`config.mk`:
```
export PLATFORM = sky130hd
export DESIGN_NAME = rrf_ctrl
export DESIGN_NICKNAME = d
export VERILOG_FILES = /design/src/sv/rrf_pkg.sv /design/src/sv/rrf_ctrl.sv
export SDC_FILE = /design/constraint.sdc
export NUM_CORES = 1
export LEC_CHECK = 0
export BUFFER_PORTS_ARGS = -buffer_cell sky130_fd_sc_hd__buf_2
export CAP_MARGIN = 20
export CORE_AREA = 2 2 39 41
export DETAILED_ROUTE_END_ITERATION = 6
export DIE_AREA = 0 0 41 43
export GPL_TIMING_DRIVEN = 0
export PLACE_DENSITY = 0.87
export SLEW_MARGIN = 20
export SYNTH_ARGS = -nofsm -noshare
export SYNTH_HDL_FRONTEND = slang
export SYNTH_SLANG_ARGS = --single-unit
```
`constraint.sdc`:
```
create_clock -name aclk -period 2.4 [get_ports aclk]
set_clock_uncertainty 0.15 [all_clocks]
set_input_delay 0.24 -clock aclk [delete_from_list [all_inputs] [get_ports aclk]]
set_output_delay 0.24 -clock aclk [all_outputs]
set_load 0.05 [all_outputs]
```
`src/sv/rrf_pkg.sv`:
```
// ----------------------------------------------------------------------------
// rrf_pkg
// Shared constants and the command and status bundles of the fusion block.
// ----------------------------------------------------------------------------
package rrf_pkg;

    localparam int DEF_MAX_LIST        = 32;
    localparam int DEF_SCORE_FRAC_BITS = 24;

    localparam int RRF_BASE     = 60;
    localparam int OUT_CAP      = 32;
    localparam int NORM_MUL     = 61;
    localparam int LIMIT_W      = 6;
    localparam int LIMIT_RESET  = 5;
    localparam int ID_W         = 32;
    localparam int SIM_W        = 17;
    localparam int KIND_W       = 2;
    localparam int DIV_W        = 7;
    localparam int IN_DATA_W    = 56;
    localparam int OUT_DATA_W   = 56;
    localparam int SCORE_ONE    = 65536;

    localparam logic [KIND_W-1:0] KIND_DENSE   = 2'd0;
    localparam logic [KIND_W-1:0] KIND_KEYWORD = 2'd1;
    localparam logic [KIND_W-1:0] KIND_FINISH  = 2'd2;
    localparam logic [KIND_W-1:0] KIND_UNUSED  = 2'd3;

    typedef struct packed {
        logic capture;
        logic set_ovf;
        logic load_start;
        logic scan_step;
        logic resolve;
        logic sc_read;
        logic update;
        logic fin_start;
        logic pt_read;
        logic pt_id;
        logic pt_load;
        logic sel_init;
        logic sel_step;
        logic sel_mark;
        logic sel_norm;
        logic clear;
    } rrf_cmd_t;

    typedef struct packed {
        logic is_load;
        logic is_fin;
        logic full;
        logic hit;
        logic miss;
        logic div_done;
        logic kw_empty;
        logic more;
        logic scan_end;
        logic out_busy;
    } rrf_sts_t;

endpackage

```
`src/sv/rrf_ctrl.sv`:
```
// ----------------------------------------------------------------------------
// rrf_ctrl
// Sequencer for loading, id search, score update, passthrough and selection.
// ----------------------------------------------------------------------------
module rrf_ctrl import rrf_pkg::*; (
    input  logic     aclk,
    input  logic     aresetn,
    input  logic     s_tvalid,
    output logic     s_tready,
    input  rrf_sts_t sts,
    output rrf_cmd_t cmd
);

    localparam logic [3:0] ST_IDLE   = 4'd0;
    localparam logic [3:0] ST_DECODE = 4'd1;
    localparam logic [3:0] ST_SRCH   = 4'd2;
    localparam logic [3:0] ST_RD     = 4'd3;
    localparam logic [3:0] ST_UPD    = 4'd4;
    localparam logic [3:0] ST_PT_RD  = 4'd5;
    localparam logic [3:0] ST_PT_ID  = 4'd6;
    localparam logic [3:0] ST_PT_OUT = 4'd7;
    localparam logic [3:0] ST_PT_WT  = 4'd8;
    localparam logic [3:0] ST_F_DIV  = 4'd9;
    localparam logic [3:0] ST_F_SCAN = 4'd10;
    localparam logic [3:0] ST_F_MARK = 4'd11;
    localparam logic [3:0] ST_F_NORM = 4'd12;
    localparam logic [3:0] ST_F_WT   = 4'd13;
    localparam logic [3:0] ST_CLEAR  = 4'd14;

    logic [3:0] state_reg, state_next;

    assign s_tready = (state_reg == ST_IDLE);

    always_comb begin
        cmd        = '0;
        state_next = state_reg;
        unique case (state_reg)
            ST_IDLE: begin
                if (s_tvalid) begin
                    cmd.capture = 1'b1;
                    state_next  = ST_DECODE;
                end
            end
            ST_DECODE: begin
                if (sts.is_load) begin
                    if (sts.full) begin
                        cmd.set_ovf = 1'b1;
                        state_next  = ST_IDLE;
                    end else begin
                        cmd.load_start = 1'b1;
                        state_next     = ST_SRCH;
                    end
                end else if (sts.is_fin) begin
                    cmd.fin_start = 1'b1;
                    state_next    = sts.kw_empty ? ST_PT_RD : ST_F_DIV;
                end else begin
                    state_next = ST_IDLE;
                end
            end
            ST_SRCH: begin
                cmd.scan_step = 1'b1;
                if (sts.hit || sts.miss) begin
                    cmd.resolve = 1'b1;
                    state_next  = ST_RD;
                end
            end
            ST_RD: begin
                cmd.sc_read = 1'b1;
                state_next  = ST_UPD;
            end
            ST_UPD: begin
                if (sts.div_done) begin
                    cmd.update = 1'b1;
                    state_next = ST_IDLE;
                end
            end
            ST_PT_RD: begin
                if (sts.more) begin
                    cmd.pt_read = 1'b1;
                    state_next  = ST_PT_ID;
                end else begin
                    state_next = ST_CLEAR;
                end
            end
            ST_PT_ID: begin
                cmd.pt_id  = 1'b1;
                state_next = ST_PT_OUT;
            end
            ST_PT_OUT: begin
                if (!sts.out_busy) begin
                    cmd.pt_load = 1'b1;
                    state_next  = ST_PT_WT;
                end
            end
            ST_PT_WT: begin
                state_next = ST_PT_RD;
            end
            ST_F_DIV: begin
                if (sts.div_done) begin
                    if (sts.more) begin
                        cmd.sel_init = 1'b1;
                        state_next   = ST_F_SCAN;
                    end else begin
                        state_next = ST_CLEAR;
                    end
                end
            end
            ST_F_SCAN: begin
                cmd.sel_step = 1'b1;
                if (sts.scan_end) begin
                    state_next = ST_F_MARK;
                end
            end
            ST_F_MARK: begin
                cmd.sel_mark = 1'b1;
                state_next   = ST_F_NORM;
            end
            ST_F_NORM: begin
                if (!sts.out_busy) begin
                    cmd.sel_norm = 1'b1;
                    state_next   = ST_F_WT;
                end
            end
            ST_F_WT: begin
                state_next = ST_F_DIV;
            end
            ST_CLEAR: begin
                if (!sts.out_busy) begin
                    cmd.clear  = 1'b1;
                    state_next = ST_IDLE;
                end
            end
            default: begin
                state_next = ST_IDLE;
            end
        endcase
    end

    always_ff @(posedge aclk) begin
        if (!aresetn) begin
            state_reg <= ST_IDLE;
        end else begin
            state_reg <= state_next;
        end
    end

endmodule

```
-- Yosys cells after proc, flatten, opt, wreduce, memory -nomap -nowiden
Cells that the tools add are included.
- register bits after elaboration: 4
- bits in latches: 0
- memory bits (writable): 0
- bits in read-only memories: 0
- input port bits: 13
- output and inout bits: 17
- logic and storage cells: 66
- memories: 0
- add/sub/neg operators: 0
- $mul: 0
- div/mod/pow operators: 0
- order comparisons: 0
- equal/unequal tests: 22
- shift-type cells: 0
- mux-type cells: 40
- bitwise operators: 0
- reductions and logical operators: 3
- operators with widths (operator ; number):
    $pmux W4 S15 ; 1
    $mux W4 ; 12
    $eq A4 B4 Y1 const B ; 7
    $mux W1 ; 22
    $eq A4 B3 Y1 const B ; 4
    $ne A2 B2 Y1 const B ; 8
    $eq A4 B2 Y1 const B ; 2
    $mux W2 ; 4
    $reduce_and A8 Y1 ; 1
    $eq A4 B1 Y1 const B ; 1
    $logic_not A4 Y1 ; 1
    $mux W3 ; 1
    $logic_or A1 B1 Y1 ; 1

-- Depth between registers and ports, before layout
Gate-level depths: netlist of the first run.
- word-level depth: 4
- depth in mapped cells: 7
- gate-level depth less buffers: 5

-- Least setup slack after synthesis of the first run
No wires, ideal clock.
- kind: register to output
- start: reg state_reg[3]
- end: out cmd[15] in the netlist's numbering
- arrival: 2.812 ns
- required time: 2.010 ns
- slack: -0.802 ns
- stages on the path, launching flop included: 5
- path through: dfxtp_1 > buf_6 > buf_2 > nor4_1 > and2_1
- RTL lines (item ; RTL line ; source):
    start, declared ; rrf_ctrl.sv:30 ; logic [3:0] state_reg, state_next;
    start signal, assigned ; rrf_ctrl.sv:143 ; state_reg <= state_next;
    end, declared ; rrf_ctrl.sv:11 ; output rrf_cmd_t cmd

==> results of run 1 <==
-- through the flow --
step	utilization (%)	cell area (µm²)	setup TNS, ns	setup slack [ns]
detailed placement	56.3	779	0	0.455
global route	58.0	802	0	0.0247
finish	58.0	802	0	0.190
global placement	56.3	779	0	0.514
floorplan	-	614	-0.195	-0.195
CTS	58.0	802	0	0.196
-- synthesized netlist by cell type --
cell type	instances	area share [%]
nor2_1	9	5.8
nand2_1	7	4.5
nor3_1	7	6.0
nand2b_1	6	6.4
a21oi_1	4	3.4
buf_6	4	7.7
dfxtp_1	4	14
inv_1	4	2.6
a211oi_1	3	3.8
o21ai_1	3	2.6
and2_1	2	2.1
and3b_1	2	3.0
buf_2	2	1.7
clkbuf_1	2	1.3
nor2b_1	2	2.1
nor4_1	2	2.1
nor4b_2	2	5.1
o21ai_0	2	1.7
a21bo_2	1	1.7
a21boi_1	1	1.3
a21oi_2	1	1.5
a221oi_1	1	1.5
a311oi_2	1	2.6
a32oi_1	1	1.5
and4_1	1	1.5
and4b_1	1	1.7
nand2b_4	1	2.3
nor3_2	1	1.7
nor4b_1	1	1.5
o2111ai_1	1	1.5
o21ai_2	1	1.5
o22ai_1	1	1.1
or4b_1	1	1.7
-- routing by layer --
layer / GRT usage (%) / share of wire, %
met1: 24.7 / 41
met2: 33.8 / 51
met3: 2.09 / 6.1
met4: 8.67 / 2.1
met5: 0 / 0
-- final cells by class --
| cell class | count | area (µm²) |
|---|---|---|
| flip-flops and latches | 4 | 80.1 |
| fillers | 153 | 582 |
| inverters | 4 | 15.0 |
| clock buffers | 3 | 22.5 |
| plain buffers | 8 | 62.6 |
| multi-input cells | 66 | 457 |
| well taps | 16 | 20.0 |
| repair buffers | 29 | 145 |
-- placed cells by master, fill, tap and decap left out, types with 2 or more instances in the layout --
| master | Yosys | final |
|---|---|---|
| nand2b_1 | 6 | 6 |
| and3b_1 | 2 | 2 |
| dfxtp_1 | 4 | 4 |
| nand2_1 | 7 | 7 |
| buf_6 | 4 | 4 |
| a211oi_1 | 3 | 3 |
| nor4_2 | 0 | 2 |
| buf_2 | 2 | 31 |
| nor2_1 | 9 | 9 |
| nor3_1 | 7 | 7 |
| inv_1 | 4 | 4 |
| nor2b_1 | 2 | 2 |
| and2_1 | 2 | 2 |
| a21oi_1 | 4 | 4 |
| nor4b_2 | 2 | 2 |
| o21ai_1 | 3 | 3 |
| clkbuf_4 | 0 | 3 |
| o21ai_0 | 2 | 2 |
| clkbuf_1 | 2 | 2 |
-- how the worst min path moves through the flow --
stage | from | to | slack [ns]
3_5_place_dp | aresetn | state_reg[0]$_SDFFE_PN0P_ | 0.36
5_1_grt | aresetn | state_reg[0]$_SDFFE_PN0P_ | 0.13
2_1_floorplan | aresetn | state_reg[0]$_SDFFE_PN0P_ | 0.24
4_1_cts | aresetn | state_reg[0]$_SDFFE_PN0P_ | 0.12
3_3_place_gp | aresetn | state_reg[0]$_SDFFE_PN0P_ | 0.35
6_report | aresetn | state_reg[0]$_SDFFE_PN0P_ | 0.11
-- logic make-up (layout without fill, tap and decap cells) --
group / Yosys count / count (layout) / synth area share [%]
buffers and inverters: 12 / 44 / 13.2
DFF: 4 / 4 / 13.6
AOI/OAI and AO/OA: 21 / 21 / 25.6
and+or+nand+nor: 45 / 45 / 47.5
-- power by group through the flow --
stage	sequential, mW	clock, mW	combinational [mW]
detailed placement	0.135	0	0.718
global route	0.138	0.0916	0.778
finish	0.133	0.0805	0.720
CTS	0.134	0.0847	0.720
floorplan	0.124	0	0.594
global placement	0.132	0	0.704
==> qor.csv, run 1 <==
metric,value,unit
post_synth_num_cell_types,33,
syn-num-nets,95,
gp_congestion,0.843,
power_density,1160,nW/µm²
ir_worst_vdd,0.000616,V
critPathTopFamily,buffers and inverters,
regToRegSetupSlack,0.61,ns
wl,1580,µm
antenna_found_initial,0,
clkPwrFrac,8.6,%
clk_path_buf_depth,2,
combPwrFrac,77.1,%
maxCapViolCount,0,
switching_share,56.2,%
cts_resized,0,
grt_pass1_wl,2550,µm
setup.worst_path.end,cmd[4],
numCtsBuffers,3,
outcome,"complete, no violations",
crit_chain,clkbuf_1 -> nand2_1 -> nor4_2 -> buf_2,
ys_ff_latch,4,
rsz0062_at_grt,false,
first_global_vias,629,
grt-ovfl-total,0,
clockRootBuffer,clkbuf_4,
holdPathStages,2,
die_area,1760,µm²
synth_area_per_cell,7.16,µm²
drive_above_1_share,43.0,%
yosysSeqAreaShare,13.6,%
cp_slowest_cell,dfxtp_1,
cts.hold.buffers_added,0,
fmax,453,MHz
row_count,14,
slew_headroom,69.2,%
grt_start_max_net_pins,11,
drtIter0Drc,11,
min_path_type,in -> reg,
die_y,43,µm
initial_core_util,42.4,%
worst_slew_pin_slew,0.462,ns
core_area,1380,µm²
cp_num_cells,4,
viasPerCell,5.72,
dr.pass1.iters,4,
cts_tree,built,
hold_viol,0,
netlist_instances,82,
nNetsFinal,129,
cts_sinks,4,
p_leak,0.373,nW
end_kind,output port,
vias,743,
startpoint,state_reg[0]$_SDFFE_PN0P_,
postRouteAntennaNets,0,
crit_required,2.01,ns
power,0.934,mW
clk_pin_slew_worst_paths,0.04,ns
path_buf_inv,2,
p_int,0.409,mW
ff2ff_path_depth,6,
instances_no_fill,130,
fp.dieW,41,µm
fin_crit,2.21,ns
timing.rr.end,state_reg[2]$_SDFFE_PN0P_,
dp_hpwl,1270,µm
clk_latency,0.23,ns
critPathKind,reg -> out,
finalSetupViolCount,0,
rr_startpoint,state_reg[2]$_SDFFE_PN0P_,
start_kind,register,
cts_max_level,1,
p_seq_share,14.3,%
ys_warn_count,0,
slowest_delay,0.50,ns
post_cts_buffers,0,
ios,30,
place_inst,127,
syn_area,587,µm²
drc_errors,0,
track_usage,20.3,%
syn2layout_area_growth,36.7,%
place.port_buffers,29,
slew_violations,0,
cp_max_fo,10,
crit_arrival,1.82,ns
p_sw,0.525,mW
timing.hold.ws,0.114,ns
largest_reg_flops,4,
antenna_cells,0,
fin_crit_sh,92.1,%
wl_per_cell,12.2,µm
Note: power is estimated with default switching activity, not from simulation.
==> run 2: changes to the inputs <==
--- a/config.mk
+++ b/config.mk
@@ -11,7 +11,7 @@
 export DETAILED_ROUTE_END_ITERATION = 6
 export DIE_AREA = 0 0 41 43
 export GPL_TIMING_DRIVEN = 0
-export PLACE_DENSITY = 0.87
+export PLACE_DENSITY = 0.75
 export SLEW_MARGIN = 20
 export SYNTH_ARGS = -nofsm -noshare
 export SYNTH_HDL_FRONTEND = slang
==> run 2 against run 1 <==
Wire length fell by 0.38%. Via count fell by 1.6%. Combinational power rose by 0.7%. Maximum frequency rose by 1.9%. Total power rose by 0.31%. Die area did not move. Cell count did not move. Critical path depth did not move. First-iteration DRC count rose by 100%. Register-to-register slack barely moved. Core utilization did not move. Critical path type unchanged. Largest cell class unchanged.
==> qor.csv, run 2 (synthesis results as in run 1) <==
metric,value,unit,change
p_seq_share,14.1,%,was 14.3%
row_count,14,,unchanged
clockRootBuffer,clkbuf_4,,unchanged
vias,731,,was 743
clk_pin_slew_worst_paths,0.04,ns,about the same
grt_pass1_wl,2570,µm,was 2550 µm
fin_crit,2.17,ns,was 2.21 ns
placedInstanceArea,779,µm²,unchanged
cts_max_level,1,,unchanged
finalSetupViolCount,0,,unchanged
grt-ovfl-total,0,,unchanged
wl_per_cell,12.1,µm,was 12.2 µm
critPathKind,reg -> out,,unchanged
p_sw,0.528,mW,was 0.525 mW
viasPerCell,5.62,,was 5.72
min_path_type,in -> reg,,unchanged
gp_congestion,0.834,,was 0.843
rsz0062_at_grt,false,,unchanged
dr.pass1.iters,4,,unchanged
fmax,461,MHz,was 453 MHz
maxCapViolCount,0,,unchanged
first_global_vias,630,,was 629
antenna_cells,0,,unchanged
outcome,"complete, no violations",,unchanged
timing.rr.end,state_reg[2]$_SDFFE_PN0P_,,unchanged
place_inst,127,,unchanged
drtIter0Drc,22,,was 11
wirelength_met1,684,µm,was 650 µm
start_kind,register,,unchanged
mostFrequentLayoutCells,"buf_2, nor2_1, nand2_1, nor3_1, nand2b_1",,unchanged
postRouteAntennaNets,0,,unchanged
fp.dieW,41,µm,unchanged
largest_reg_flops,4,,unchanged
die_area,1760,µm²,unchanged
maxUsedRoutingLayer,met4,,unchanged
wl,1580,µm,about the same
cts_tree,built,,unchanged
power_density,1170,nW/µm²,was 1160 nW/µm²
drc_errors,0,,unchanged
numCtsBuffers,3,,unchanged
ff2ff_path_depth,6,,unchanged
ir_worst_vdd,0.000584,V,was 0.000616 V
ios,30,,unchanged
cts.hold.buffers_added,0,,unchanged
combPwrFrac,77.4,%,was 77.1%
regToRegSetupSlack,0.60,ns,was 0.61 ns
final_common_cell,buf_2,,unchanged
post_cts_buffers,0,,unchanged
grt_start_max_net_pins,11,,unchanged
clkPwrFrac,8.6,%,about the same
instances_no_fill,130,,unchanged
antenna_found_initial,0,,unchanged
cp_max_fo,10,,unchanged
met2_wirelength,801,µm,was 802 µm
met3_length,65,µm,was 97 µm
place.port_buffers,29,,unchanged
p_leak,0.373,nW,unchanged
finalSetupTns,0,ns,unchanged
drive_above_1_share,43.0,%,unchanged
slew_headroom,68.9,%,was 69.2%
slew_violations,0,,unchanged
dp_hpwl,1260,µm,was 1270 µm
cts_resized,0,,unchanged
nNetsFinal,129,,unchanged
fin_crit_sh,90.4,%,was 92.1%
setup.worst_path.end,cmd[4],,unchanged
die_y,43,µm,unchanged
rr_startpoint,state_reg[2]$_SDFFE_PN0P_,,unchanged
clk_path_buf_depth,2,,unchanged
final_area,802,µm²,unchanged
startpoint,state_reg[0]$_SDFFE_PN0P_,,unchanged
end_kind,output port,,unchanged
core_area,1380,µm²,unchanged
cts_sinks,4,,unchanged
p_int,0.409,mW,about the same
track_usage,20.1,%,was 20.3%
crit_required,2.01,ns,about the same
switching_share,56.3,%,was 56.2%
hp-start,aresetn,,unchanged
clk_latency,0.23,ns,about the same
worst_slew_pin_slew,0.467,ns,was 0.462 ns
crit_arrival,1.78,ns,was 1.82 ns
initial_core_util,42.4,%,unchanged
syn2layout_area_growth,36.7,%,unchanged
hold_viol,0,,unchanged
run 2: cell counts in the layout (fill, tap and decap cells not counted):
Identical to the previous run, type by type.
run 2: routing by layer:
metal / global-route usage, % / vias to the layer above
li1: - / 361
met1: 26.4 / 342
met2: 32.2 / 24
met3: 2.09 / 4
met4: 7.33 / 0
met5: 0 / -
run 2: how the worst min path moves through the flow:
stage / endpoint / slack, ns / cells past startpoint
2_1_floorplan: state_reg[0]$_SDFFE_PN0P_ / 0.24 / 1
3_3_place_gp: state_reg[0]$_SDFFE_PN0P_ / 0.35 / 2
3_5_place_dp: state_reg[0]$_SDFFE_PN0P_ / 0.37 / 2
4_1_cts: state_reg[0]$_SDFFE_PN0P_ / 0.12 / 2
5_1_grt: state_reg[0]$_SDFFE_PN0P_ / 0.13 / 2
6_report: state_reg[0]$_SDFFE_PN0P_ / 0.12 / 2
run 2: per-stage QoR:
stage          power [mW]  utilization [%]  setup WS [ns]  hold slack, ns
6_report            0.937             58.0          0.230           0.123
5_1_grt              1.01             58.0         0.0920           0.133
4_1_cts             0.940             58.0          0.224           0.124
3_5_place_dp        0.854             56.3          0.475           0.367
3_3_place_gp        0.841             56.3          0.498           0.351
2_1_floorplan       0.718                -         -0.195           0.243
run 2: cell type report:
class | instances | area (µm²)
Buffer | 8 | 62.6
Sequential cell | 4 | 80.1
Multi-Input combinational cell | 66 | 457
Timing Repair Buffer | 29 | 145
Fill cell | 153 | 582
Inverter | 4 | 15.0
Tap cell | 16 | 20.0
Clock buffer | 3 | 22.5
run 2: worst max-delay path, stage by stage, from the launching register on:
cell and delay [ns]:
dfxtp_1 0.48, clkbuf_1 0.41, nand2_1 0.15, nor4_2 0.21
buf_2 0.30
run 2: power groups by stage:
| stage | logic [mW] | clock network, mW | registers [mW] |
|---|---|---|---|
| 5_1_grt | 0.781 | 0.0882 | 0.136 |
| 2_1_floorplan | 0.594 | 0 | 0.124 |
| 6_report | 0.725 | 0.0805 | 0.132 |
| 3_5_place_dp | 0.721 | 0 | 0.133 |
| 4_1_cts | 0.724 | 0.0837 | 0.132 |
| 3_3_place_gp | 0.708 | 0 | 0.132 |
==> run 3: changes to the inputs <==
==> constraint.sdc (replaced) <==
create_clock -name aclk -period 2.8 [get_ports aclk]
set_clock_uncertainty 0.15 [all_clocks]
set_input_delay 0.28 -clock aclk [delete_from_list [all_inputs] [get_ports aclk]]
set_output_delay 0.28 -clock aclk [all_outputs]
set_load 0.05 [all_outputs]
==> run 3 against run 2 <==
Setup slack gained 0.41 ns. Sequential power shrank 17%. Wire length shrank 3.6%. Combinational power shrank 17%. Critical path type unchanged. Largest cell class unchanged.
==> qor.csv, run 3 (synthesis results as in run 1) <==
metric,value,unit,change
slew_headroom,71.8,%,was 68.9%
postRouteAntennaNets,0,,unchanged
grt-ovfl-total,0,,unchanged
rr_startpoint,state_reg[2]$_SDFFE_PN0P_,,unchanged
finalSetupViolCount,0,,unchanged
crit_required,2.37,ns,was 2.01 ns
clockRootBuffer,clkbuf_4,,unchanged
instances_no_fill,130,,unchanged
hold_viol,0,,unchanged
p_sw,0.436,mW,was 0.528 mW
start_kind,register,,unchanged
final_common_cell,buf_2,,unchanged
power_density,999,nW/µm²,was 1170 nW/µm²
numCtsBuffers,3,,unchanged
track_usage,19.7,%,was 20.1%
ff2ff_path_depth,6,,unchanged
crit_arrival,1.73,ns,was 1.78 ns
dr.pass1.iters,4,,unchanged
ios,30,,unchanged
die_area,1760,µm²,unchanged
p_seq_share,14.1,%,about the same
antenna_found_initial,0,,unchanged
finalSetupTns,0,ns,unchanged
worst_slew_pin_slew,0.424,ns,was 0.467 ns
fin_ws,0.641,ns,was 0.230 ns
clkPwrFrac,8.6,%,about the same
clk_path_buf_depth,2,,unchanged
setup.worst_path.end,cmd[4],,unchanged
die_y,43,µm,unchanged
cts_resized,0,,unchanged
nFillCells,137,,was 153
slew_violations,0,,unchanged
largest_reg_flops,4,,unchanged
power,0.780,mW,was 0.937 mW
nNetsFinal,129,,unchanged
drc_errors,0,,unchanged
clk_latency,0.23,ns,about the same
wl,1520,µm,was 1580 µm
startpoint,state_reg[0]$_SDFFE_PN0P_,,unchanged
critPathKind,reg -> out,,unchanged
rsz0062_at_grt,false,,unchanged
maxCapViolCount,0,,unchanged
end_kind,output port,,unchanged
initial_core_util,42.4,%,unchanged
p_int,0.344,mW,was 0.409 mW
core_area,1380,µm²,unchanged
min_path_type,in -> reg,,unchanged
cts_tree,built,,unchanged
mostFrequentLayoutCells,"buf_2, nor2_1, nand2_1, nor3_1, nand2b_1",,unchanged
place_ws,0.880,ns,was 0.475 ns
row_count,14,,unchanged
syn2layout_area_growth,33.0,%,was 36.7%
cts.hold.buffers_added,0,,unchanged
first_global_vias,627,,was 630
fin_crit_sh,77.1,%,
switching_share,55.9,%,was 56.3%
place.port_buffers,29,,unchanged
cp_max_fo,10,,unchanged
drtIter0Drc,13,,was 22
cts_sinks,4,,unchanged
post_cts_buffers,0,,unchanged
grt_start_max_net_pins,11,,unchanged
fin_crit,2.16,ns,
p_leak,0.369,nW,was 0.373 nW
timing.rr.end,state_reg[2]$_SDFFE_PN0P_,,unchanged
dp_hpwl,1210,µm,was 1260 µm
viasPerCell,5.58,,was 5.62
fp.dieW,41,µm,unchanged
ir_worst_vdd,0.000386,V,was 0.000584 V
drive_above_1_share,41.2,%,was 43.0%
gp_congestion,0.799,,was 0.834
vias,725,,was 731
cts_max_level,1,,unchanged
grt_pass1_wl,2480,µm,was 2570 µm
combPwrFrac,77.2,%,was 77.4%
regToRegSetupSlack,0.97,ns,was 0.60 ns
antenna_cells,0,,unchanged
wl_per_cell,11.7,µm,was 12.1 µm
fmax,463,MHz,
outcome,"complete, no violations",,unchanged
clk_pin_slew_worst_paths,0.04,ns,about the same
place_inst,127,,unchanged
[run 3: critical path, cell delays in order, from the launching register on]
cell and delay, ns:
dfxtp_1 0.47, clkbuf_1 0.38, nand2_1 0.12, nor4_1 0.23, buf_2 0.31
[run 3: power by group through the flow]
stage | logic (mW) | clock network [mW] | registers [mW]
2_1_floorplan | 0.496 | 0 | 0.103
3_3_place_gp | 0.595 | 0 | 0.109
3_5_place_dp | 0.599 | 0 | 0.112
4_1_cts | 0.602 | 0.0712 | 0.111
5_1_grt | 0.650 | 0.0744 | 0.114
6_report | 0.602 | 0.0675 | 0.110
[run 3: how the worst min path moves through the flow]
| stage | end | from | slack [ns] | depth (start not counted) |
|---|---|---|---|---|
| after floorplan | state_reg[0]$_SDFFE_PN0P_ | aresetn | 0.28 | 1 |
| after global placement | state_reg[0]$_SDFFE_PN0P_ | aresetn | 0.39 | 2 |
| after detailed placement | state_reg[0]$_SDFFE_PN0P_ | aresetn | 0.40 | 2 |
| after CTS | state_reg[0]$_SDFFE_PN0P_ | aresetn | 0.16 | 2 |
| after global routing | state_reg[0]$_SDFFE_PN0P_ | aresetn | 0.18 | 2 |
| final | state_reg[0]$_SDFFE_PN0P_ | aresetn | 0.17 | 2 |
[run 3: layout make-up]
| class | count | area (µm²) | share of cell area, % |
|---|---|---|---|
| clock buffers | 3 | 22.5 | 2.88 |
| plain buffers | 8 | 62.6 | 8.01 |
| inverters | 4 | 15.0 | 1.92 |
| well taps | 16 | 20.0 | 2.56 |
| multi-input cells | 66 | 435 | 55.8 |
| flip-flops and latches | 4 | 80.1 | 10.3 |
| repair buffers | 29 | 145 | 18.6 |
[run 3: layer usage]
layer	global-route usage [%]	vias to the layer above	share of wire (%)
li1	-	369	-
met1	23.8	331	43
met2	34.4	25	51
met3	1.57	0	5.3
met4	6.00	0	0
met5	0	-	0
[run 3: metrics by stage]
stage,hold WS [ns],instance area (µm²),util [%]
finish,0.171,781,56.4
global route,0.181,781,56.4
CTS,0.163,781,56.4
detailed placement,0.403,758,54.8
global placement,0.392,758,54.8
floorplan,0.283,593,-
